### src/rtl/core/e2q_pkg.sv
// Package: shared constants, types and CORDIC angle table for the Euler to quaternion unit.
package e2q_pkg;
   localparam int AngleWidth   = 16;
   localparam int QuatWidth    = 16;
   localparam int CordicStages = 16;
   localparam int CordicWidth  = 20;
   localparam int ZWidth       = 20;
   localparam logic signed [CordicWidth-1:0] CordicGain = 20'sd39797;
   localparam logic signed [AngleWidth:0] HalfPi = 17'sd25736;
   localparam logic signed [AngleWidth+1:0] PiQ14 = 18'sd51472;
   localparam logic signed [QuatWidth-1:0] QuatOne = 16'sd16384;

   // One angle's sine and cosine, Q.16
   typedef struct packed {
      logic signed [CordicWidth-1:0] cos_val;
      logic signed [CordicWidth-1:0] sin_val;
   } sincos_type;

   // Arctangent table, Q.16 radians
   function automatic logic signed [ZWidth-1:0] atan_entry(input int idx);
      logic signed [ZWidth-1:0] val;
      case (idx)
         0: val = 20'sd51472;
         1: val = 20'sd30386;
         2: val = 20'sd16055;
         3: val = 20'sd8150;
         4: val = 20'sd4091;
         5: val = 20'sd2047;
         6: val = 20'sd1024;
         7: val = 20'sd512;
         8: val = 20'sd256;
         9: val = 20'sd128;
         10: val = 20'sd64;
         11: val = 20'sd32;
         12: val = 20'sd16;
         13: val = 20'sd8;
         14: val = 20'sd4;
         15: val = 20'sd2;
         default: val = '0;
      endcase
      return val;
   endfunction
endpackage

### src/rtl/core/e2q_cordic_lane.sv
// Module: one pipelined rotation-mode CORDIC lane producing half-angle sine and cosine.
module e2q_cordic_lane (
   input  logic                                   clock,
   input  logic                                   advance,
   input  logic signed [e2q_pkg::AngleWidth-1:0]  angle,
   output e2q_pkg::sincos_type                    result
);
   import e2q_pkg::*;

   logic signed [CordicWidth-1:0] x_ff [CordicStages+1];
   logic signed [CordicWidth-1:0] y_ff [CordicStages+1];
   logic signed [ZWidth-1:0]      z_ff [CordicStages+1];
   logic                          flip_ff [CordicStages+1];
   logic signed [AngleWidth+1:0]  h_ext;
   logic signed [AngleWidth+1:0]  h_fold;
   logic                          flip_in;

   // Fold the half angle into plus or minus half pi
   always_comb begin
      h_ext   = {{2{angle[AngleWidth-1]}}, angle};
      h_fold  = h_ext;
      flip_in = 1'b0;
      if (h_ext > 18'(HalfPi)) begin
         h_fold  = PiQ14 - h_ext;
         flip_in = 1'b1;
      end else if (h_ext < -18'(HalfPi)) begin
         h_fold  = -PiQ14 - h_ext;
         flip_in = 1'b1;
      end
   end

   // Load the first stage
   always_ff @(posedge clock) begin
      if (advance) begin
         x_ff[0]    <= CordicGain;
         y_ff[0]    <= '0;
         z_ff[0]    <= {h_fold, 2'b00};
         flip_ff[0] <= flip_in;
      end
   end

   // Advance the rotation stages
   for (genvar i = 0; i < CordicStages; i++) begin : g_stage
      always_ff @(posedge clock) begin
         if (advance) begin
            if (!z_ff[i][ZWidth-1]) begin
               x_ff[i+1] <= x_ff[i] - (y_ff[i] >>> i);
               y_ff[i+1] <= y_ff[i] + (x_ff[i] >>> i);
               z_ff[i+1] <= z_ff[i] - atan_entry(i);
            end else begin
               x_ff[i+1] <= x_ff[i] + (y_ff[i] >>> i);
               y_ff[i+1] <= y_ff[i] - (x_ff[i] >>> i);
               z_ff[i+1] <= z_ff[i] + atan_entry(i);
            end
            flip_ff[i+1] <= flip_ff[i];
         end
      end
   end

   assign result.cos_val = flip_ff[CordicStages] ? -x_ff[CordicStages] : x_ff[CordicStages];
   assign result.sin_val = y_ff[CordicStages];
endmodule

### config.mk
export PLATFORM = sky130hd
export DESIGN_NAME = e2q_cordic_lane
export DESIGN_NICKNAME = d
export VERILOG_FILES = /design/src/rtl/core/e2q_pkg.sv /design/src/rtl/core/e2q_cordic_lane.sv
export SDC_FILE = /design/constraint.sdc
export NUM_CORES = 2
export LEC_CHECK = 0
export BUFFER_PORTS_ARGS = -buffer_cell sky130_fd_sc_hd__buf_2
export CAP_MARGIN = 5
export CORE_AREA = 10 10 380 382
export CTS_BUF_LIST = sky130_fd_sc_hd__clkbuf_8
export CTS_CLUSTER_DIAMETER = 60
export DETAILED_ROUTE_END_ITERATION = 6
export DIE_AREA = 0 0 390 392
export PLACE_DENSITY_LB_ADDON = 0.12
export RECOVER_POWER = 100
export SETUP_SLACK_MARGIN = 0.02
export SYNTH_ARGS = -nofsm -noshare
export SYNTH_HDL_FRONTEND = slang
export SYNTH_SLANG_ARGS = --single-unit
### constraint.sdc
create_clock -name clock -period 5 [get_ports clock]
set_input_delay 0.5 -clock clock [delete_from_list [all_inputs] [get_ports clock]]
set_output_delay 0.5 -clock clock [all_outputs]
set_load 0.005 [all_outputs]
==> summary.md <==
| Metric | Value |
|---|---|
| Register area share after synthesis | `39.3%` |
| Status | `finished with violations` |
| Fmax | `0.216 GHz` |
| Hold crit path type | `flop to flop` |
| Pin count of the biggest net entering global routing | `85` |
| Number of enable flip-flop cells after synthesis | `approximately 900` |
| Setup Fix Bufs, Post-CTS | `0` |
| Synthesized instance count | `6,662` |
| Initial drt markers | `3,068` |
| Post-route cell area | `73,600 µm²` |
| Worst Skew | `0.0349 ns` |
| Num rows | `136` |
| Vias in the first global route | `47,800` |
| Period utilization | `92.7%` |
| Worst EP arrival | `5.26 ns` |
| Relative slew margins | `-120%` |
| Die height | `392 µm` |
| Number of iterations in the first detailed-routing pass | `6` |
| Ys async rst share | `0%` |
| Syn Area/Cell | `slightly above 10 µm²` |
| Dpl hpwl | `120 mm` |
| CP max stage delay | `0.68 ns` |
| Clock slew at reported path FFs | `approximately 0.06 ns` |
| Top-level I/O count | `58` |
| Setup TNS | `0 ns` |
| Die ar. | `approximately 150,000 µm²` |
| Most used flip-flop cell after synthesis | `edfxtp_1` |
| # fillers | `12,300` |
| Cell variety after synth | `76` |
| Final Wtd Congestion | `around 0.90` |
| #FFs+latches synth | `887` |
| Core region area | `137,000 µm²` |
| TritonCTS Sinks | `887` |
| Worst path cell trace | `dlygate4sd3_1 -> buf_8 -> buf_12 -> nand2_1 -> inv_1 -> clkbuf_1 -> a21oi_1 -> xnor2_1 -> ha_1 -> a21oi_1 -> a21boi_0 -> o311a_1 -> o311a_1 -> o21a_1 -> o21ai_0 -> a21oi_1 -> xnor2_1` |
| CTS root buf | `clkbuf_8` |
| H-Tree Level Count | `4` |
| Reg2reg path depth | `14` |
| DIE WIDTH | `approximately 390 µm` |
| Min-Delay Path Depth | `0` |
| Vias | `between 40,000 and 50,000` |
| Post-route ant nets | `0` |
| Initial Utilization | `49.6%` |
| Nets | `7,761` |
| WP data required | `5.63 ns` |
| Total congestion overflow | `0` |
| Unrepaired setup endpoints after global routing | `false` |
| Top cell type's share of synthesized area | `about two fifths` |
| Slowest CP cell | `clkbuf_1` |
| First-pass GRT wire length | `247 mm` |
| Area of the multi-input gates | `between 30,000 and 40,000 µm²` |
| CTS buffer count | `between 150 and 200` |
| Mapped cell area | `67,800 µm²` |
| Period minus WS final | `roughly 4.6 ns` |
| GRT Total Usage | `19.6%` |
| Final setup violation count | `0` |
| Register Area | `approximately 27,000 µm²` |
| Yosys Warn Count | `0` |
| Most frequent CP cell | `a21oi_1` |
| Yosys top cell by area | `edfxtp_1` |
| Worst slew pin tran | `3.30 ns` |
| CP startpoint kind | `input port` |
| Clock Latency Late Sink | `0.88 ns` |
| Wire per inst | `17.4 µm` |
| # port buffers | `57` |
| Initial antenna violation count | `2` |
| Post-route DRC | `0` |
| Hold Fails Final Rpt | `0` |
| Slew Limit Fails | `601` |
| DP Area | `70,600 µm²` |
| CTS tree | `yes` |
| Vias per inst | `5.64` |
| CP Class | `input port to flop` |
| Failing checks | `max-capacitance violations, max-slew violations` |
| Crit end category | `flop` |
| Post-Route WL | `153 mm` |
| Total of max-cap violations | `12` |
| Area Overhead vs Synth | `8.53%` |
| Layout cells sized above 1 | `5.07%` |
| Crit path max fanout | `18` |
| Top post-synthesis cells by area | `edfxtp_1, ha_1, xnor2_1, a21oi_1, xor2_1` |
| Max Root-Sink Buffers | `3` |
==> timing repair <==
action,in CTS,in global routing
endpoints found under the hold margin,19,0
hold buffers,18,0
gates resized for setup,0,0
==> registers in the layout, summed over array words and instances, names as in the netlist <==
register	flops
flip_ff	17
x_ff	296
y_ff	300
z_ff	274
==> kinds of logic after synthesis <==
| group | synth area share, % |
|---|---|
| xor gates and xnor gates | 12.5 |
| muxes | 0.821 |
| adders and majority gates | 16.5 |
| other | 0.0111 |
| DFF | 39.3 |
| and+or+nand+nor | 12.1 |
| buffers and inverters | 2.31 |
| AOI/OAI and AO/OA | 16.5 |
==> per-stage QoR <==
stage | setup slack [ns] | utilization [%] | hold WS (ns) | instances
after floorplan | 0.0974 | - | 0.400 | 6664
after global placement | 0.574 | 51.6 | 0.401 | 8488
after detailed placement | 0.504 | 51.6 | 0.406 | 8488
after CTS | 0.511 | 54.0 | 0.297 | 8800
after global routing | 0.117 | 53.8 | 0.405 | 8801
final | 0.363 | 53.8 | 0.416 | 8802
==> cells in the final DEF, fill, tap and decap left out, types with 21 or more instances in the layout <==
cell type,instances
mux2i_1,32
o21a_1,89
a211oi_1,54
nand2b_1,99
clkbuf_1,81
buf_4,29
and3_1,54
a31o_2,25
o31ai_1,69
nor4_1,24
nand3_1,131
a21o_1,219
o211ai_1,25
nand2_1,357
mux2_2,21
fa_1,43
xnor2_1,679
edfxtp_1,887
or2_2,36
o21ai_0,308
o41ai_1,33
ha_1,824
and2_1,23
clkbuf_8,162
nand4_1,33
xor2_1,290
a31oi_1,53
or3_1,70
a21oi_1,630
nor2_1,486
clkinv_1,47
o21bai_1,84
nor2b_1,86
inv_1,352
nor3_1,226
==> Yosys cell counts, drive strengths merged, types with 36 or more instances <==
library cell,number
or2,36
o21bai,84
nand3,131
inv,312
nand2b,99
o21a,89
a21o,219
ha,824
a21oi,630
or3,71
a31oi,53
xnor2,679
o21ai,308
a211oi,55
xor2,290
nor3,226
nand2,357
and3,54
edfxtp,887
and2,38
clkbuf,87
o31ai,71
fa,43
nor2b,86
nor2,486
==> final timing paths <==
| check | to | slack (ns) | from |
|---|---|---|---|
| worst max-delay path | y_ff[6][19] | 0.36 | advance |
| worst min-delay path | flip_ff[1][0] | 0.42 | flip_ff[0][7] |
| worst max register to register | y_ff[7][19] | 0.44 | z_ff[6][19] |
| worst min register to register | flip_ff[1][0] | 0.42 | flip_ff[0][7] |
==> final cells by class <==
| type | instances | share of cell area, % |
|---|---|---|
| clock inverter | 132 | 1.15 |
| clock buffer | 162 | 3.03 |
| tap | 1794 | 3.05 |
| multi-input combinational | 5361 | 53.8 |
| antenna | 2 | 0.00680 |
| timing repair buffer | 149 | 1.13 |
| sequential | 887 | 36.2 |
| inverter | 315 | 1.61 |
==> metal layers <==
layer,GRT usage (%),wire (µm)
met5,0,0
met4,6.12,4150
met3,2.69,5670
met2,32.4,70700
met1,26.6,72600
==> critical path, delay by kind of cell <==
family                     cells  cell delay, ns
and+or+nand+nor                1            0.08
xor gates and xnor gates       2            0.51
adders and majority gates      1            0.36
AOI/OAI and AO/OA              8            2.01
buffers and inverters          5            1.76
Power is left out: the tool's default activity adds up to more than one toggle a clock period on the data nets, which glitch-free logic cannot reach.
